<file path="src/hdl/mtme_pkg.sv">
`timescale 1ns / 1ps
// Shared types, codes and the opcode length table of the track message extractor.
package mtme_pkg;

  typedef enum logic [2:0] {
    PH_OPCODE   = 3'd0,
    PH_SKIP     = 3'd1,
    PH_BLOCKLEN = 3'd2,
    PH_HEADER   = 3'd3,
    PH_PAYLOAD  = 3'd4,
    PH_STOPPED  = 3'd5
  } phase_t;

  localparam logic [1:0] KIND_HEADER  = 2'd0;
  localparam logic [1:0] KIND_PAYLOAD = 2'd1;
  localparam logic [1:0] KIND_ERROR   = 2'd2;

  localparam logic [7:0] OP_MESSAGE = 8'he1;
  localparam logic [7:0] OP_END     = 8'he2;
  localparam logic [7:0] OP_BLOCK   = 8'hbb;

  localparam logic [3:0] HDR_OWNER_LO = 4'd1;
  localparam logic [3:0] HDR_OWNER_HI = 4'd2;
  localparam logic [3:0] HDR_TYPE     = 4'd3;
  localparam logic [3:0] HDR_LEN_LO   = 4'd4;
  localparam logic [3:0] HDR_LEN_HI   = 4'd5;
  localparam logic [3:0] HDR_CONTROL  = 4'd6;
  localparam logic [3:0] HDR_BANK_LO  = 4'd7;
  localparam logic [3:0] HDR_BANK_HI  = 4'd8;
  localparam logic [3:0] HDR_SOUND    = 4'd9;

  typedef struct packed {
    logic [1:0]  kind;
    logic        last;
    logic [15:0] bank;
    logic [15:0] plen;
    logic [7:0]  data;
  } result_t;

  typedef struct packed {
    logic full;
    logic empty;
  } q_status_t;

  function automatic logic [1:0] op_len(input logic [7:0] op);
    logic [1:0] len;
    len = 2'd0;
    unique case (op) inside
      [8'h00:8'h80], 8'h90, 8'ha2, 8'ha3, [8'ha5:8'hae], 8'hb1, 8'hb2, 8'hb9,
      8'hc1, 8'hd0, 8'he0: len = 2'd2;
      8'h91, 8'ha0, 8'ha1, 8'ha4, 8'haf, 8'hb0, 8'hb3, 8'hc4: len = 2'd3;
      [8'hb4:8'hb8], 8'hba, 8'hbb, 8'hd1, 8'hd2, 8'hda, 8'hdb, 8'he1, 8'he2,
      [8'hf0:8'hff]: len = 2'd1;
      default: len = 2'd0;
    endcase
    return len;
  endfunction

endpackage

</file>
<file path="src/hdl/music_track_message_extractor_unit.sv">
`timescale 1ns / 1ps
// Top level of the music track message extractor.
// A result is written into the queue and then into the output register before it appears on the out_ ports.
// Throughput: one byte per cycle while in_stall is low; in_stall is high while the queue is full.
// A QUEUE_DEPTH-entry queue and the output register absorb stalls on the result side.
// Reset is synchronous and active low; it clears the parser, the queue and driver_id at once.
module music_track_message_extractor_unit #(
  parameter int QUEUE_DEPTH = 4
) (
  input  logic        clk,
  input  logic        rst_n,
  input  logic        in_valid,
  output logic        in_stall,
  input  logic [7:0]  in_data_byte,
  input  logic        in_track_end,
  output logic        out_valid,
  input  logic        out_stall,
  output logic [1:0]  out_kind,
  output logic [15:0] out_bank,
  output logic [7:0]  out_sound_number,
  output logic [15:0] out_payload_length,
  output logic [7:0]  out_payload_byte,
  output logic        out_record_last,
  input  logic        cfg_valid,
  output logic        cfg_ready,
  input  logic [15:0] cfg_driver_id
);

  mtme_pkg::q_status_t q_status;
  mtme_pkg::result_t   push_entry;
  mtme_pkg::result_t   pop_entry;
  logic                push;
  logic                pop;

  assign cfg_ready = 1'b1;

  mtme_front u_front (
    .clk           (clk),
    .rst_n         (rst_n),
    .in_valid      (in_valid),
    .in_stall      (in_stall),
    .in_data_byte  (in_data_byte),
    .in_track_end  (in_track_end),
    .cfg_valid     (cfg_valid),
    .cfg_driver_id (cfg_driver_id),
    .q_status      (q_status),
    .push          (push),
    .push_entry    (push_entry)
  );

  mtme_queue #(
    .DEPTH (QUEUE_DEPTH)
  ) u_queue (
    .clk        (clk),
    .rst_n      (rst_n),
    .push       (push),
    .push_entry (push_entry),
    .pop        (pop),
    .pop_entry  (pop_entry),
    .q_status   (q_status)
  );

  mtme_back u_back (
    .clk                (clk),
    .rst_n              (rst_n),
    .q_status           (q_status),
    .pop_entry          (pop_entry),
    .pop                (pop),
    .out_valid          (out_valid),
    .out_stall          (out_stall),
    .out_kind           (out_kind),
    .out_bank           (out_bank),
    .out_sound_number   (out_sound_number),
    .out_payload_length (out_payload_length),
    .out_payload_byte   (out_payload_byte),
    .out_record_last    (out_record_last)
  );

endmodule

</file>
<file path="src/hdl/mtme_front.sv">
`timescale 1ns / 1ps
// Front part: accepts track bytes, walks the event structure and emits result entries.
module mtme_front (
  input  logic                clk,
  input  logic                rst_n,
  input  logic                in_valid,
  output logic                in_stall,
  input  logic [7:0]          in_data_byte,
  input  logic                in_track_end,
  input  logic                cfg_valid,
  input  logic [15:0]         cfg_driver_id,
  input  mtme_pkg::q_status_t q_status,
  output logic                push,
  output mtme_pkg::result_t   push_entry
);

  mtme_pkg::phase_t  phase_r, phase_nxt;
  logic [15:0]       bytes_left_r, bytes_left_nxt;
  logic [3:0]        header_index_r, header_index_nxt;
  logic [15:0]       owner_id_r, owner_id_nxt;
  logic [7:0]        control_byte_r, control_byte_nxt;
  logic [15:0]       bank_held_r, bank_held_nxt;
  logic [15:0]       message_length_r, message_length_nxt;
  logic              record_selected_r, record_selected_nxt;
  logic [15:0]       driver_id_r;
  logic              accept;
  logic [1:0]        len;
  logic [15:0]       bl_dec;
  logic [15:0]       skip_n;
  logic [15:0]       len16;
  logic [15:0]       pl;
  logic              sel;
  logic              res_vld;
  logic              kept;
  mtme_pkg::result_t res;

  assign in_stall = q_status.full;
  assign accept   = in_valid && !in_stall;
  assign len      = mtme_pkg::op_len(in_data_byte);
  assign bl_dec   = bytes_left_r - 16'd1;
  assign skip_n   = (in_data_byte == 8'd0) ? 16'd1 : {8'd0, in_data_byte - 8'd1};
  assign len16    = {in_data_byte, message_length_r[7:0]};
  assign pl       = message_length_r - 16'd4;
  assign sel      = (owner_id_r == driver_id_r) && (control_byte_r == 8'd0);

  always_comb begin
    phase_nxt           = phase_r;
    bytes_left_nxt      = bytes_left_r;
    header_index_nxt    = header_index_r;
    owner_id_nxt        = owner_id_r;
    control_byte_nxt    = control_byte_r;
    bank_held_nxt       = bank_held_r;
    message_length_nxt  = message_length_r;
    record_selected_nxt = record_selected_r;
    res                 = '0;
    res_vld             = 1'b0;
    kept                = 1'b0;
    unique case (phase_r)
      mtme_pkg::PH_OPCODE: begin
        if (in_data_byte == mtme_pkg::OP_END) begin
          phase_nxt = mtme_pkg::PH_STOPPED;
        end else if (in_data_byte == mtme_pkg::OP_BLOCK) begin
          phase_nxt = mtme_pkg::PH_BLOCKLEN;
        end else if (in_data_byte == mtme_pkg::OP_MESSAGE) begin
          header_index_nxt = mtme_pkg::HDR_OWNER_LO;
          phase_nxt        = mtme_pkg::PH_HEADER;
        end else if (len == 2'd0) begin
          res.kind  = mtme_pkg::KIND_ERROR;
          res.data  = in_data_byte;
          res_vld   = 1'b1;
          phase_nxt = mtme_pkg::PH_STOPPED;
        end else begin
          bytes_left_nxt = {14'd0, len - 2'd1};
          phase_nxt = (len == 2'd1) ? mtme_pkg::PH_OPCODE : mtme_pkg::PH_SKIP;
        end
      end
      mtme_pkg::PH_SKIP: begin
        bytes_left_nxt = bl_dec;
        if (bl_dec == 16'd0) begin
          phase_nxt = mtme_pkg::PH_OPCODE;
        end
      end
      mtme_pkg::PH_BLOCKLEN: begin
        bytes_left_nxt = skip_n;
        phase_nxt = (skip_n == 16'd0) ? mtme_pkg::PH_OPCODE : mtme_pkg::PH_SKIP;
      end
      mtme_pkg::PH_HEADER: begin
        unique case (header_index_r)
          mtme_pkg::HDR_OWNER_LO: owner_id_nxt = {8'd0, in_data_byte};
          mtme_pkg::HDR_OWNER_HI: owner_id_nxt = {in_data_byte, owner_id_r[7:0]};
          mtme_pkg::HDR_TYPE: begin
          end
          mtme_pkg::HDR_LEN_LO: message_length_nxt = {8'd0, in_data_byte};
          mtme_pkg::HDR_LEN_HI: begin
            message_length_nxt = len16;
            if (len16 < 16'd4) begin
              res.kind  = mtme_pkg::KIND_ERROR;
              res.data  = mtme_pkg::OP_MESSAGE;
              res_vld   = 1'b1;
              phase_nxt = mtme_pkg::PH_STOPPED;
            end
          end
          mtme_pkg::HDR_CONTROL: control_byte_nxt = in_data_byte;
          mtme_pkg::HDR_BANK_LO: bank_held_nxt = {8'd0, in_data_byte};
          mtme_pkg::HDR_BANK_HI: bank_held_nxt = {in_data_byte, bank_held_r[7:0]};
          default: begin
            record_selected_nxt = sel;
            if (sel) begin
              res.kind = mtme_pkg::KIND_HEADER;
              res.bank = bank_held_r;
              res.data = in_data_byte;
              res.plen = pl;
              res.last = (pl == 16'd0);
              res_vld  = 1'b1;
              kept     = 1'b1;
            end
            bytes_left_nxt = pl;
            phase_nxt = (pl == 16'd0) ? mtme_pkg::PH_OPCODE : mtme_pkg::PH_PAYLOAD;
          end
        endcase
        if (phase_nxt == mtme_pkg::PH_HEADER) begin
          header_index_nxt = header_index_r + 4'd1;
        end
      end
      mtme_pkg::PH_PAYLOAD: begin
        bytes_left_nxt = bl_dec;
        if (record_selected_r) begin
          res.kind = mtme_pkg::KIND_PAYLOAD;
          res.data = in_data_byte;
          res.last = (bl_dec == 16'd0);
          res_vld  = 1'b1;
          kept     = 1'b1;
        end
        if (bl_dec == 16'd0) begin
          phase_nxt = mtme_pkg::PH_OPCODE;
        end
      end
      mtme_pkg::PH_STOPPED: begin
      end
      default: begin
        phase_nxt = mtme_pkg::PH_OPCODE;
      end
    endcase
    if (in_track_end) begin
      if (kept) begin
        res.last = 1'b1;
      end
      phase_nxt           = mtme_pkg::PH_OPCODE;
      bytes_left_nxt      = 16'd0;
      header_index_nxt    = 4'd0;
      owner_id_nxt        = 16'd0;
      control_byte_nxt    = 8'd0;
      bank_held_nxt       = 16'd0;
      message_length_nxt  = 16'd0;
      record_selected_nxt = 1'b0;
    end
  end

  always_ff @(posedge clk) begin
    if (!rst_n) begin
      phase_r           <= mtme_pkg::PH_OPCODE;
      bytes_left_r      <= 16'd0;
      header_index_r    <= 4'd0;
      owner_id_r        <= 16'd0;
      control_byte_r    <= 8'd0;
      bank_held_r       <= 16'd0;
      message_length_r  <= 16'd0;
      record_selected_r <= 1'b0;
    end else if (accept) begin
      phase_r           <= phase_nxt;
      bytes_left_r      <= bytes_left_nxt;
      header_index_r    <= header_index_nxt;
      owner_id_r        <= owner_id_nxt;
      control_byte_r    <= control_byte_nxt;
      bank_held_r       <= bank_held_nxt;
      message_length_r  <= message_length_nxt;
      record_selected_r <= record_selected_nxt;
    end
  end

  always_ff @(posedge clk) begin
    if (!rst_n) begin
      driver_id_r <= 16'd0;
    end else if (cfg_valid) begin
      driver_id_r <= cfg_driver_id;
    end
  end

  assign push       = accept && res_vld;
  assign push_entry = res;

  a_header_index_range: assert property (@(posedge clk) disable iff (!rst_n)
    header_index_r <= mtme_pkg::HDR_SOUND)
    else $error("Header index ran past the sound number byte.");

  a_error_stops: assert property (@(posedge clk) disable iff (!rst_n)
    push && push_entry.kind == mtme_pkg::KIND_ERROR |=>
      phase_r == mtme_pkg::PH_STOPPED || phase_r == mtme_pkg::PH_OPCODE)
    else $error("Parser kept running after a format error.");

endmodule

</file>
<file path="src/hdl/mtme_queue.sv">
`timescale 1ns / 1ps
// Short result queue between the parser and the output stage.
module mtme_queue #(
  parameter int DEPTH = 4
) (
  input  logic                clk,
  input  logic                rst_n,
  input  logic                push,
  input  mtme_pkg::result_t   push_entry,
  input  logic                pop,
  output mtme_pkg::result_t   pop_entry,
  output mtme_pkg::q_status_t q_status
);

  localparam int CW = $clog2(DEPTH + 1);
  localparam int PW = (DEPTH > 1) ? $clog2(DEPTH) : 1;

  mtme_pkg::result_t mem [DEPTH];
  logic [PW-1:0]     wr_ptr_r, wr_ptr_nxt;
  logic [PW-1:0]     rd_ptr_r, rd_ptr_nxt;
  logic [CW-1:0]     count_r, count_nxt;
  logic              do_pop;

  assign do_pop         = pop && !q_status.empty;
  assign q_status.full  = (count_r == CW'(DEPTH));
  assign q_status.empty = (count_r == '0);
  assign pop_entry      = mem[rd_ptr_r];

  always_comb begin
    wr_ptr_nxt = wr_ptr_r;
    rd_ptr_nxt = rd_ptr_r;
    count_nxt  = count_r;
    if (push) begin
      wr_ptr_nxt = (wr_ptr_r == PW'(DEPTH - 1)) ? '0 : wr_ptr_r + 1'b1;
    end
    if (do_pop) begin
      rd_ptr_nxt = (rd_ptr_r == PW'(DEPTH - 1)) ? '0 : rd_ptr_r + 1'b1;
    end
    if (push && !do_pop) begin
      count_nxt = count_r + 1'b1;
    end else if (do_pop && !push) begin
      count_nxt = count_r - 1'b1;
    end
  end

  always_ff @(posedge clk) begin
    if (!rst_n) begin
      wr_ptr_r <= '0;
      rd_ptr_r <= '0;
      count_r  <= '0;
    end else begin
      wr_ptr_r <= wr_ptr_nxt;
      rd_ptr_r <= rd_ptr_nxt;
      count_r  <= count_nxt;
    end
  end

  always_ff @(posedge clk) begin
    if (push) begin
      mem[wr_ptr_r] <= push_entry;
    end
  end

  a_count_bound: assert property (@(posedge clk) disable iff (!rst_n)
    count_r <= CW'(DEPTH))
    else $error("Queue fill count exceeds its depth.");

  a_no_overflow: assert property (@(posedge clk) disable iff (!rst_n)
    !(push && q_status.full))
    else $error("Request written into a full queue.");

endmodule

</file>
<file path="src/hdl/mtme_back.sv">
`timescale 1ns / 1ps
// Back part: drains the queue into the output register and formats the result fields.
module mtme_back (
  input  logic                clk,
  input  logic                rst_n,
  input  mtme_pkg::q_status_t q_status,
  input  mtme_pkg::result_t   pop_entry,
  output logic                pop,
  output logic                out_valid,
  input  logic                out_stall,
  output logic [1:0]          out_kind,
  output logic [15:0]         out_bank,
  output logic [7:0]          out_sound_number,
  output logic [15:0]         out_payload_length,
  output logic [7:0]          out_payload_byte,
  output logic                out_record_last
);

  logic              out_valid_r, out_valid_nxt;
  mtme_pkg::result_t entry_r;
  logic              load;
  logic              is_hdr;

  assign load = !out_valid_r || !out_stall;
  assign pop  = load && !q_status.empty;

  always_comb begin
    out_valid_nxt = out_valid_r;
    if (load) begin
      out_valid_nxt = !q_status.empty;
    end
  end

  always_ff @(posedge clk) begin
    if (!rst_n) begin
      out_valid_r <= 1'b0;
    end else begin
      out_valid_r <= out_valid_nxt;
    end
  end

  always_ff @(posedge clk) begin
    if (pop) begin
      entry_r <= pop_entry;
    end
  end

  assign is_hdr             = (entry_r.kind == mtme_pkg::KIND_HEADER);
  assign out_valid          = out_valid_r;
  assign out_kind           = entry_r.kind;
  assign out_bank           = is_hdr ? entry_r.bank : 16'd0;
  assign out_payload_length = is_hdr ? entry_r.plen : 16'd0;
  assign out_sound_number   = is_hdr ? entry_r.data : 8'd0;
  assign out_payload_byte   = is_hdr ? 8'd0 : entry_r.data;
  assign out_record_last    = entry_r.last;

endmodule
</file>
<file path="config.mk">
export PLATFORM = sky130hd
export DESIGN_NAME = music_track_message_extractor_unit
export DESIGN_NICKNAME = d
export VERILOG_FILES = /design/src/hdl/mtme_pkg.sv /design/src/hdl/music_track_message_extractor_unit.sv /design/src/hdl/mtme_front.sv /design/src/hdl/mtme_queue.sv /design/src/hdl/mtme_back.sv
export SDC_FILE = /design/constraint.sdc
export NUM_CORES = 1
export LEC_CHECK = 0
export BUFFER_PORTS_ARGS = -buffer_cell sky130_fd_sc_hd__clkbuf_2
export CELL_PAD_IN_SITES_DETAIL_PLACEMENT = 0
export CELL_PAD_IN_SITES_GLOBAL_PLACEMENT = 1
export CORE_MARGIN = 1
export CORE_UTILIZATION = 42
export CTS_BUF_LIST = sky130_fd_sc_hd__clkbuf_16
export CTS_CLUSTER_DIAMETER = 80
export DETAILED_ROUTE_END_ITERATION = 12
export MAX_ROUTING_LAYER = met4
export PLACE_DENSITY_LB_ADDON = 0.25
export RECOVER_POWER = 100
export SLEW_MARGIN = 20
export SYNTH_ARGS = -nofsm -noshare
export SYNTH_HDL_FRONTEND = slang
export SYNTH_HIERARCHICAL = 1
export SYNTH_SLANG_ARGS = --single-unit
export TNS_END_PERCENT = 5
</file>
<file path="constraint.sdc">
create_clock -name clk -period 4.97 [get_ports clk]
set_clock_uncertainty 0.15 [all_clocks]
set_input_delay 0.7455 -clock clk [delete_from_list [all_inputs] [get_ports clk]]
set_output_delay 0.7455 -clock clk [all_outputs]
set_load 0.05 [all_outputs]
</file>
**Word-level counts from Yosys, hierarchy flattened**

Memory sizes are Yosys's and may differ from the RTL's. A register that Yosys moved wholly into a read port is not among the register bits.
Index checks and enable logic that the tools add are counted.

- Register bits after elaboration: 104
- Bits in writable memories: 172
- Output and inout bits: 54
- Memories: 1

Memory list:

| memory | depth | bits a word | rd ports | clocked after memory_dff | wr ports | RTL line | source |
|---|---|---|---|---|---|---|---|
| u_queue.mem | 4 | 43 | 1 | 1 | 1 | mtme_queue.sv:18 | `mtme_pkg::result_t mem [DEPTH];` |

- Add/sub/neg operators: 9
- $lt $le $gt $ge: 9
- Eq/ne operators: 57
- Mux-type cells: 86
- Reduce and logical (&&, ||, !) cells: 55

Operators by type and width:

| cell | count |
|---|---|
| $mux 16 | 14 |
| $eq 8x8->1 const B | 25 |
| $mux 8 | 12 |
| $pmux 16 s2 | 3 |
| $pmux 16 s4 | 1 |
| $logic_not 16->1 | 3 |
| $mux 41 | 1 |
| $mux 3 | 11 |
| $mux 33 | 1 |
| $le 8x8->1 const B | 4 |
| $mux 32 | 1 |
| $ge 8x8->1 const B | 3 |
| $pmux 8 s3 | 1 |
| $mux 4 | 5 |
| $reduce_and 3->1 | 6 |
| $mux 1 | 17 |
| $eq 16x16->1 | 1 |
| $eq 4x3->1 const B | 4 |
| $logic_not 8->1 | 2 |
| $lt 16x3->1 const B | 1 |
| $mux 2 | 8 |
| $pmux 8 s2 | 1 |
| $reduce_or 8->1 | 2 |
| $sub 16x1->16 const B | 1 |
| 43 further kinds | 88 |

**Longest topological paths before layout**

Gate-level depths: netlist of run 1.

- Depth in word-level cells: 15
- Mapped depth: 20
- Gate-level depth less buffers: 19

**Cells and area by module**

The synthesis of run 1 kept the hierarchy.

Modules (own cells, without submodules):

| module | instances | cells an instance | area an instance (sq um) |
|---|---|---|---|
| mtme_queue | 1 | 271 | 6717.7 |
| mtme_front | 1 | 771 | 6269.8 |
| mtme_back | 1 | 103 | 1731.7 |
| music_track_message_extractor_unit | 1 | 2 | 11.3 |

**Worst setup path before layout of run 1**

No wires, ideal clock.

- Path type: in2reg
- Start point: input in_data_byte[1]
- End point: memory u_queue/mem[0][0] (netlist bit) (enable)
- Library setup time: 405 ps
- Data arrival time: 4418 ps
- Required time: 4415 ps
- Path slack: -3 ps
- Stages on the path: 14
- Path buffers: 1
- Cell sequence: clkbuf_1 -> inv_1 -> ha_1 -> nor2b_1 -> a32oi_1 -> nor2_1 -> or4_1 -> inv_1 -> ha_1 -> o2111ai_1 -> nand3_1 -> nor2_1 -> nor2_1 -> and2_1

- Longest elaborated chain between the ends: 13
- Elaborated cells on any way between the ends: 53
- Classes of those cells: order compare (9); eq/ne (25); mux (10); reduce/logical (9)

Ends and longest elaborated chain:

| item | RTL line | source |
|---|---|---|
| start: declaration | music_track_message_extractor_unit.sv:14 | `input logic [7:0] in_data_byte,` |
| $ge 8x8->1 (implied by the code) (tied with other cells) | mtme_front.sv:39 | `assign len = mtme_pkg::op_len(in_data_byte);` |
| $logic_and 1x1->1 (implied by the code) | mtme_front.sv:39 |  |
| $reduce_or 11->1 / $reduce_or 10->1 (equally long branches) | mtme_pkg.sv:48 | `unique case (op) inside` |
| $pmux 2 s3 | mtme_pkg.sv:48 |  |
| $logic_not 2->1 | mtme_front.sv:67 | `end else if (len == 2'd0) begin` |
| $mux 1 | mtme_front.sv:67 |  |
| $mux 1 | mtme_front.sv:64 | `end else if (in_data_byte == mtme_pkg::OP_MESSAGE) begin` |
| $mux 1 | mtme_front.sv:62 | `end else if (in_data_byte == mtme_pkg::OP_BLOCK) begin` |
| $mux 1 | mtme_front.sv:60 | `if (in_data_byte == mtme_pkg::OP_END) begin` |
| $pmux 1 s3 * | mtme_front.sv:58 | `unique case (phase_r)` |
| $logic_and 1x1->1 * | mtme_front.sv:189 | `assign push = accept && res_vld;` |
| net push | music_track_message_extractor_unit.sv:32 | `logic push;` |
| $mux 1 * | mtme_queue.sv:59 | `if (push) begin` |
| $mux 1 (implied by the code) * | mtme_queue.sv:60 | `mem[wr_ptr_r] <= push_entry;` |
| end: declaration | mtme_queue.sv:18 |  |

Mark *: on every way through the listed nets, which the timed path passes. The rest lies on a longest branch.

**Final worst setup path of run 1**

- Start point: input in_data_byte[1]
- End point: memory u_queue/mem[2][9] (netlist bit) (enable)

The elaborated chain is that of the path after synthesis.

==> results.sh, run 1 <==
export IMPL_status="finished, violations left"
export IMPL_failed_checks="max-capacitance violations, max-slew violations"
export IMPL_clk_latency_ns=0.52
export IMPL_period_share=0.890
export IMPL_drt_iter0_markers=664
export IMPL_r2r_slack_ns=0.97
export IMPL_antenna_cells=0
export IMPL_seq_area_frac_synth=0.582
export IMPL_fin_crit_ns=4.42
export IMPL_p_leak_nw=5.81
export IMPL_whs_path_depth=3
export IMPL_syn_area_um2=14700
export IMPL_critPathLaunch="in_data_byte[1]"
export IMPL_crit_path_cell_trace="clkbuf_1 > inv_1 > ha_1 > mux2i_1 > mux2i_1 > nand4b_1 > nand3_1 > or4_1 > inv_1 > ha_1 > o2111ai_1 > nand3_1 > nor2_1 > nor2_1 > clkbuf_1 > and2_2 > clkbuf_2"
export IMPL_max_slew_margin=-0.549
export IMPL_vias_per_cell=5.46
export IMPL_cts_tree="built"
export IMPL_syn_area_per_cell_um2=12.8
export IMPL_whs_endpoint="u_front/driver_id_r[3]$_SDFFE_PN0P_"
export IMPL_dr_pass1_iters=5
export IMPL_grt_pass1_wl_mm=51.8
export IMPL_vias=9295
export IMPL_reg2regPathDepth=12
export IMPL_final_hold_viol_count=0
export IMPL_fp_dieW_um=189
export IMPL_worst_slew_pin_slew_ns=2.32
export IMPL_ctsResizeCount=0
export IMPL_finish_utilization=0.480
export IMPL_setup_violations=0
export IMPL_pwr_density_cell_nw_per_um2=451
export IMPL_netlist_instances=1147
export IMPL_rows=68
export IMPL_r2r_end="u_queue/mem[2][9]$_DFFE_PP_"
export IMPL_grt_overflow=0
export IMPL_grt_max_degree=52
export IMPL_cts_root_buf="clkbuf_16"
export IMPL_crit_path_end_kind="flop"
export IMPL_rsz0062_at_grt="no"
export IMPL_peakVddDrop_v=0.000291
export IMPL_cp_arrival_ns=4.43
export IMPL_max_stage_delay_ns=0.63
export IMPL_reg2reg_from="u_front/header_index_r[0]$_SDFFE_PN0P_"
export IMPL_h_tree_depth=2
export IMPL_finalWorstSetupSlack_ns=0.546
export IMPL_crit_fanout=16
export IMPL_route_detailed_drc=0
export IMPL_cp_start_kind="primary input"
export IMPL_path_clk_slew_ns=0.06
export IMPL_ys_seq_elements=321
export IMPL_syn_nets=1200
export IMPL_numCtsBuffers=36
export IMPL_hold_buffers=0
export IMPL_synth_edf_count=215
export IMPL_cp_slowest_cell="or4_1"
export IMPL_cts_buffer_depth=3
export IMPL_timing_fmax_ghz=0.226
export IMPL_numPlacedInstances=1637
export IMPL_fp_dieH_um=189
export IMPL_die_area_um2=35800
export IMPL_cts_setup_buffers=0
export IMPL_path_class="in -> reg"
export IMPL_drt_wl_total_mm=32.9
export IMPL_critPathRequiredTime_ns=4.98
export IMPL_worstHoldStart="cfg_driver_id[3]"
export IMPL_grt_pass1_vias=9002
export IMPL_route_antenna_remaining_nets=0
export IMPL_io_pins=84
export IMPL_ys_flop_type="edfxtp_1"
export IMPL_ys_types=85
export IMPL_grt_usage=0.190
export IMPL_syn_to_final_growth_pct=12.6
export IMPL_core_area_um2=34500
export IMPL_drv_slew=228
export IMPL_stdcell_count=1701
export IMPL_cts_num_sinks=321
export IMPL_start_util=0.426
export IMPL_layout_common_cells="215 x edfxtp_1, 105 x dfxtp_1, 89 x nor2b_1"
export IMPL_port_buffers=82
export IMPL_layout_commonest_cell="edfxtp_1"
export IMPL_grt_antenna_before_repair=0
export IMPL_pre_cts_ws_ns=0.173
export IMPL_layout_nets=1273
export IMPL_dp_hpwl_mm=22.0
export IMPL_routedWlPerCell_um=19.4
export IMPL_routabilityCongestion=0.897
export IMPL_drive_gt1_frac=0.139
export IMPL_cap_violations=6
export IMPL_synth_warnings=6
export IMPL_async_reset_ff_frac=0
export IMPL_hold_path_class="in -> reg"
-- layer usage --
layer | vias up | wire (um) | GRT usage | share of wire
met5 | - | 0 | - | 0
met4 | 0 | 440 | 0.0437 | 0.013
met3 | 36 | 1500 | 0.0263 | 0.046
met2 | 225 | 15100 | 0.293 | 0.46
met1 | 4575 | 15900 | 0.267 | 0.48
li1 | 4459 | - | - | -
-- area by class of cell --
type	instances	area [um^2]
repair buffers	113	588
clock inverters	28	235
flip-flops and latches	321	8580
multi-input cells	712	5590
well taps	455	569
inverters	36	135
clock buffers	36	901
fillers	3133	17900
-- Yosys cell counts (12+ instances only) --
library cell  instances  share of area
o21ai_0              25         0.0085
o22ai_1              12         0.0051
dfxtp_1             106           0.14
xor2_1               13         0.0077
mux2i_1              24          0.016
a32oi_1              37          0.022
a22oi_1              22          0.011
nand2_1              35         0.0089
inv_1                36         0.0092
nor2b_1              89          0.038
a21oi_1              18         0.0061
and2_1               44          0.019
nor2_1               70          0.018
nor3_1               18         0.0061
nand3_1              18         0.0061
ha_1                 22          0.019
clkbuf_1             52          0.013
edfxtp_1            215           0.44
xnor2_1              34          0.020
nor4_1               12         0.0051
mux4_2               40          0.061
a22o_1               12         0.0071
-- where the power goes --
group          leakage, nW  internal, mW  total (mW)  switching (mW)
clock                0.587          1.49        2.54            1.06
combinational         2.23         0.529        1.65            1.12
sequential            2.99          3.16        3.29           0.128
total                 5.81          5.18        7.48            2.31
-- worst max-delay path, delay by kind of cell --
kind	cells	cell delay [ns]
AND/OR/NAND/NOR	7	1.68
buffers and inverters	5	1.08
multiplexers	2	0.26
AO/OA/AOI/OAI	1	0.18
adder cells (fa/ha/maj)	2	0.47
-- flip-flops by register name, indices dropped and copies added, names as in the netlist, 3 cells and up, named ones only --
name	flops
u_front/owner_id_r	16
u_queue/count_r	3
u_back/entry_r	40
u_front/header_index_r	4
u_front/driver_id_r	16
u_front/message_length_r	16
u_queue/mem	172
u_front/phase_r	3
u_front/bytes_left_r	16
u_front/control_byte_r	8
u_front/bank_held_r	16
-- worst max path at each step --
stage / end / slack (ns) / depth (start not counted)
6_report: u_queue/mem[2][9]$_DFFE_PP_ / 0.55 / 17
5_1_grt: u_queue/mem[2][10]$_DFFE_PP_ / 0.19 / 17
4_1_cts: u_queue/count_r[2]$_SDFFE_PN0P_ / 0.71 / 20
3_5_place_dp: u_queue/count_r[2]$_SDFFE_PN0P_ / 0.17 / 20
3_3_place_gp: u_queue/count_r[2]$_SDFFE_PN0P_ / 0.27 / 20
2_1_floorplan: u_queue/mem[2][0]$_DFFE_PP_ / -0.003 / 14
-- cell families (layout without fill, tap and decap cells) --
family                     after synthesis  in the layout  share of synthesized area
buffers and inverters                  114            213                     0.0389
adders and majority gates               23             23                     0.0200
AOI/OAI and AO/OA                      202            202                      0.102
and+or+nand+nor                        371            371                      0.145
DFF                                    321            321                      0.582
xor gates and xnor gates                47             47                     0.0279
muxes                                   68             68                     0.0836
other                                    1              1                   0.000255
-- stage by stage --
stage / power, mW / area, um^2 / setup TNS (ns) / hold WS, ns
after global routing: 7.83 / 16600 / 0 / 0.341
final: 7.48 / 16600 / 0 / 0.345
after CTS: 7.61 / 16700 / 0 / 0.325
after global placement: 5.04 / 15600 / 0 / 0.343
after floorplan: 4.74 / 14700 / -0.335 / 0.291
after detailed placement: 5.06 / 15600 / 0 / 0.345
No activity file was read; power rests on OpenSTA's default activity.
==> inputs of run 2 (changes only) <==
clock period = 5.6 ns   (was 4.97 ns; I/O delays follow)
==> run 2 against run 1 <==
The run still ends with max-capacitance violations, max-slew violations left. Power shrank 13%. Via count shrank 0.26%. Cell area shrank 0.75%. Critical path depth shrank 1. Final cell count shrank 0.59%. Worst hold slack gained 0.020 ns. Global-route usage shrank 0.25 points. Die area is the same. Sequential power shrank 12%. Combinational power shrank 11%. First-iteration DRC count grew 6.5%. Clock power shrank 17%. Largest cell class unchanged.
==> results.sh, run 2 (synthesis results as in run 1) <==
export IMPL_status="finished, violations left"
export IMPL_failed_checks="max-capacitance violations, max-slew violations"
export IMPL_cts_tree="built"
export IMPL_critPathRequiredTime_ns=5.64
export IMPL_period_share=0.853
export IMPL_vias=9271
export IMPL_pwr_density_cell_nw_per_um2=394
export IMPL_cts_root_buf="clkbuf_16"
export IMPL_rows=68
export IMPL_io_pins=84
export IMPL_peakVddDrop_v=0.000292
export IMPL_fillers=3188
export IMPL_regMostFlops="u_queue/mem"
export IMPL_fp_dieW_um=189
export IMPL_layout_commonest_cell="edfxtp_1"
export IMPL_vias_per_cell=5.48
export IMPL_dr_pass1_iters=5
export IMPL_h_tree_depth=2
export IMPL_cap_violations=3
export IMPL_grt_overflow=0
export IMPL_grt_pass1_wl_mm=51.2
export IMPL_antenna_cells=0
export IMPL_port_buffers=82
export IMPL_fp_dieH_um=189
export IMPL_drv_slew=160
export IMPL_cts_buffer_depth=3
export IMPL_p_leak_nw=5.73
export IMPL_die_area_um2=35800
export IMPL_start_util=0.426
export IMPL_timing_setup_tns_ns=0
export IMPL_power_mw=6.50
export IMPL_largest_reg_flops=172
export IMPL_cts_num_sinks=321
export IMPL_layout_common_cells="215 x edfxtp_1, 105 x dfxtp_1, 89 x nor2b_1"
export IMPL_cp_start_kind="primary input"
export IMPL_max_slew_margin=-1.14
export IMPL_path_class="in -> reg"
export IMPL_syn_to_final_growth_pct=11.8
export IMPL_routedWlPerCell_um=19.3
export IMPL_drt_iter0_markers=707
export IMPL_crit_family="simple AND/OR/NAND/NOR gates"
export IMPL_final_hold_viol_count=0
export IMPL_max_stage_delay_ns=0.60
export IMPL_route_detailed_drc=0
export IMPL_route_antenna_remaining_nets=0
export IMPL_cp_slowest_cell="or4_1"
export IMPL_cts_setup_buffers=0
export IMPL_drive_gt1_frac=0.136
export IMPL_layout_nets=1263
export IMPL_hold_buffers=0
export IMPL_crit_fanout=30
export IMPL_setup_violations=0
export IMPL_grt_pass1_vias=8917
export IMPL_rsz0062_at_grt="no"
export IMPL_grt_max_degree=90
export IMPL_worst_slew_pin_slew_ns=3.20
export IMPL_routabilityCongestion=0.831
export IMPL_ctsResizeCount=0
export IMPL_crit_buf_inv=5
export IMPL_numCtsBuffers=36
export IMPL_grt_usage=0.188
export IMPL_core_area_um2=34500
export IMPL_dp_hpwl_mm=21.4
export IMPL_hold_path_class="reg -> reg"
export IMPL_timing_fmax_ghz=0.209
export IMPL_crit_path_cell_trace="clkbuf_1 > inv_1 > ha_1 > nand2b_1 > a221o_1 > nand3_1 > or4_1 > inv_1 > ha_1 > o2111ai_1 > nand3_1 > nor2_1 > nor2_1 > clkbuf_1 > and2_2 > buf_12"
export IMPL_cp_arrival_ns=4.82
export IMPL_grt_antenna_before_repair=0
export IMPL_path_clk_slew_ns=0.05
export IMPL_clk_latency_ns=0.51
export IMPL_largestRegisters="u_queue/mem (172), u_back/entry_r (40)"
export IMPL_crit_path_end_kind="flop"
export IMPL_fin_crit_ns=4.78
export IMPL_drt_wl_total_mm=32.7
run 2: cell types whose count changed in the layout (fill, tap and decap cells not counted), sizes merged:
cell,change
clkbuf,-5
bufinv,-2
buf,-5
inv,-4
clkinv,+6
run 2: path summary, 6_finish.rpt:
kind	start	end	slack (ns)	cells after the start
worst min register to register	u_front/bank_held_r[12]$_SDFFE_PN0P_	u_front/bank_held_r[12]$_SDFFE_PN0P_	0.36	2
worst max register to register	u_front/header_index_r[0]$_SDFFE_PN0P_	u_queue/mem[3][29]$_DFFE_PP_	1.25	13
worst max-delay path	in_data_byte[0]	u_queue/mem[3][29]$_DFFE_PP_	0.82	16
worst min-delay path	u_front/bank_held_r[12]$_SDFFE_PN0P_	u_front/bank_held_r[12]$_SDFFE_PN0P_	0.36	2
run 2: power by group:
part | switching [mW] | internal [mW]
registers | 0.106 | 2.81
logic | 1.00 | 0.464
clock network | 0.902 | 1.22
run 2: area by class of cell:
type	count	area, um^2	area share
inverter	36	135	0.00820
timing repair buffer	103	529	0.0321
clock buffer	36	901	0.0547
clock inverter	28	161	0.00980
sequential	321	8580	0.521
tap	455	569	0.0346
multi-input combinational	712	5590	0.340
run 2: routing by layer:
metal  GRT usage  wire length (um)
met5           -                 0
met4      0.0459               567
met3      0.0267              1610
met2       0.287             14900
met1       0.264             15600
run 2: per-stage QoR:
step	instance area [um^2]	hold WS, ns	instances	worst slack (ns)	util
3_3_place_gp	15500	0.344	1627	0.633	0.449
3_5_place_dp	15500	0.347	1627	0.555	0.449
5_1_grt	16500	0.395	1691	0.450	0.477
6_report	16500	0.365	1691	0.825	0.477
4_1_cts	16600	0.364	1691	1.07	0.480
2_1_floorplan	14700	0.291	1147	0.533	-
run 2: tightest hold or removal path, stage by stage, from the launching register on:
cell     delay [ns]
dfxtp_1        0.32
a32oi_1        0.06
nor2b_1        0.10
==> inputs of run 3 (changes only) <==
ABC_AREA = 1   (was not set)
==> run 3 against run 2 <==
Worst hold slack worse by 0.050 ns. Cell area up 0.96%. Die area is 0.93% higher. The flow still finishes with violations (max-capacitance violations, max-slew violations). Clock power increased by 8%. Sequential share of layout area fell by 0.50 points. Non-clock buffer count fell by 11. Largest cell class unchanged. Combinational power rose by 82%. Sequential power is 6% higher. Clock-buffer cell count decreased by 1.
==> results.sh, run 3 <==
export IMPL_cts_tree="built"
export IMPL_max_stage_delay_ns=1.43
export IMPL_ys_types=53
export IMPL_drv_slew=217
export IMPL_cts_buffer_depth=3
export IMPL_fin_crit_ns=4.87
export IMPL_yosys_top_cells_count="304 x nand2_1, 304 x nor2_1, 215 x edfxtp_1"
export IMPL_crit_fanout=40
export IMPL_post_dp_cell_area_um2=15600
export IMPL_peakVddDrop_v=0.000425
export IMPL_cp_arrival_ns=3.88
export IMPL_rows=68
export IMPL_pre_cts_ws_ns=0.683
export IMPL_grt_usage=0.209
export IMPL_ys_seq_elements=321
export IMPL_synth_warnings=6
export IMPL_finish_utilization=0.479
export IMPL_grt_pass1_vias=10400
export IMPL_yosys_area_top_type="edfxtp_1"
export IMPL_synth_edf_count=215
export IMPL_drive_gt1_frac=0.0876
export IMPL_period_share=0.869
export IMPL_cts_num_sinks=321
export IMPL_reg2reg_from="u_queue/count_r[0]$_SDFFE_PN0P_"
export IMPL_io_pins=84
export IMPL_layout_nets=1752
export IMPL_worst_slew_pin_slew_ns=2.56
export IMPL_path_clk_slew_ns=0.06
export IMPL_ctsResizeCount=0
export IMPL_fp_dieW_um=190
export IMPL_fillers=3385
export IMPL_layout_commonest_cell="nor2_1"
export IMPL_route_detailed_drc=0
export IMPL_p_leak_nw=6.35
export IMPL_worstHoldStart="u_front/bank_held_r[1]$_SDFFE_PN0P_"
export IMPL_seq_area_frac_synth=0.577
export IMPL_route_antenna_remaining_nets=0
export IMPL_cts_setup_buffers=0
export IMPL_numCtsBuffers=35
export IMPL_start_util=0.428
export IMPL_drt_iter0_markers=796
export IMPL_grt_overflow=0
export IMPL_critPathRequiredTime_ns=4.61
export IMPL_dp_hpwl_mm=25.2
export IMPL_syn_to_final_growth_pct=11.8
export IMPL_port_buffers=82
export IMPL_vias_per_cell=5.05
export IMPL_timing_fmax_ghz=0.205
export IMPL_grt_max_degree=63
export IMPL_largestRegisters="u_queue/mem (172), u_back/entry_r (40)"
export IMPL_numPlacedInstances=2117
export IMPL_status="finished, violations left"
export IMPL_vias=11000
export IMPL_syn_area_um2=14900
export IMPL_layout_common_cells="306 x nor2_1, 305 x nand2_1, 215 x edfxtp_1"
export IMPL_cp_slowest_cell="clkinvlp_2"
export IMPL_path_class="reg -> out"
export IMPL_hold_buffers=0
export IMPL_routabilityCongestion=0.869
export IMPL_pwr_density_cell_nw_per_um2=485
export IMPL_failed_checks="max-capacitance violations, max-slew violations"
export IMPL_ys_flop_type="edfxtp_1"
export IMPL_crit_path_cell_trace="nor2_1 > clkinvlp_2 > nor2_1 > clkbuf_1"
export IMPL_critPathLaunch="u_back/out_kind[1]$_DFFE_PP_"
export IMPL_setup_violations=0
export IMPL_fp_dieH_um=190
export IMPL_max_slew_margin=-0.706
export IMPL_finalInstanceArea_um2=16600
export IMPL_crit_top_cell="nor2_1"
export IMPL_synthTopCellsByArea="edfxtp_1 43%, dfxtp_1 14%, nand2_1 7.7%, nor2_1 7.7%, o21ai_0 4.3%"
export IMPL_syn_area_per_cell_um2=9.12
export IMPL_clk_latency_ns=0.52
export IMPL_final_hold_viol_count=0
export IMPL_syn_nets=1683
export IMPL_stdcell_count=2179
export IMPL_die_area_um2=36200
export IMPL_largest_reg_flops=172
export IMPL_drt_wl_total_mm=36.3
export IMPL_netlist_instances=1630
export IMPL_regMostFlops="u_queue/mem"
export IMPL_rsz0062_at_grt="no"
export IMPL_dr_pass1_iters=5
export IMPL_grt_antenna_before_repair=0
export IMPL_routedWlPerCell_um=16.7
export IMPL_core_area_um2=34700
export IMPL_async_reset_ff_frac=0
export IMPL_hold_path_class="reg -> reg"
export IMPL_finalWorstSetupSlack_ns=0.733
export IMPL_synth_top_area_share=0.434
export IMPL_cp_start_kind="flop"
export IMPL_crit_path_end_kind="primary output"
export IMPL_timing_setup_tns_ns=0
export IMPL_grt_pass1_wl_mm=57.5
export IMPL_cap_violations=7
export IMPL_cts_root_buf="clkbuf_16"
export IMPL_h_tree_depth=2
==> run 3: cell count changes after synthesis, moves of 70 or more <==
cell	change
nor2b_1	-89
a21oi_1	+70
inv_1	+110
o21ai_0	+103
nor2_1	+234
nand2_1	+269
==> run 3: per-layer routing <==
metal  track usage  routed length [um]  vias to the layer above
met5             -                   0                        -
met4        0.0468                 656                        0
met3        0.0262                1540                       46
met2         0.337               17000                      222
met1         0.281               17100                     5133
li1              -                   -                     5593
==> run 3: cell families after synthesis <==
logic type	count (synthesis)	synth area share
AOI/OAI and AO/OA	315	0.118
xor gates and xnor gates	22	0.0130
adders and majority gates	23	0.0199
buffers and inverters	228	0.0681
DFF	321	0.577
other	1	0.000252
and+or+nand+nor	720	0.204
==> run 3: final timing paths <==
| check | endpoint | slack [ns] | depth (start not counted) |
|---|---|---|---|
| min | u_front/bank_held_r[1]$_SDFFE_PN0P_ | 0.31 | 2 |
| min reg2reg | u_front/bank_held_r[1]$_SDFFE_PN0P_ | 0.31 | 2 |
| max reg2reg | u_queue/count_r[1]$_SDFFE_PN0P_ | 1.39 | 11 |
| max | out_payload_length[13] | 0.73 | 4 |
==> run 3: layout make-up <==
type                    count  area (um^2)  share of cell area
flip-flops and latches    321         8580               0.516
multi-input cells        1081         5260               0.316
clock buffers              35          876              0.0527
inverters                 168          639              0.0385
well taps                 455          569              0.0342
repair buffers             92          424              0.0255
clock inverters            26          283              0.0170
diodes                      1         2.50            0.000151
==> run 3: per-stage QoR <==
step / hold slack (ns) / power, mW
finish: 0.314 / 8.06
global route: 0.338 / 8.53
CTS: 0.315 / 8.18
detailed placement: 0.305 / 5.87
global placement: 0.303 / 5.84
floorplan: 0.294 / 5.26
==> run 3: critical path: cells and delay by family (launching register included) <==
kind	cells	cell delay, ns
AND/OR/NAND/NOR	2	1.01
flip-flops	1	0.39
buffers and inverters	2	1.93
==> run 3: power breakdown <==
| group | leakage, nW | total, mW | internal, mW | switching (mW) |
|---|---|---|---|---|
| Sequential | 2.87 | 3.09 | 2.96 | 0.130 |
| Combinational | 2.91 | 2.67 | 0.614 | 2.05 |
| Clock | 0.575 | 2.30 | 1.38 | 0.920 |
| Total | 6.35 | 8.06 | 4.96 | 3.10 |
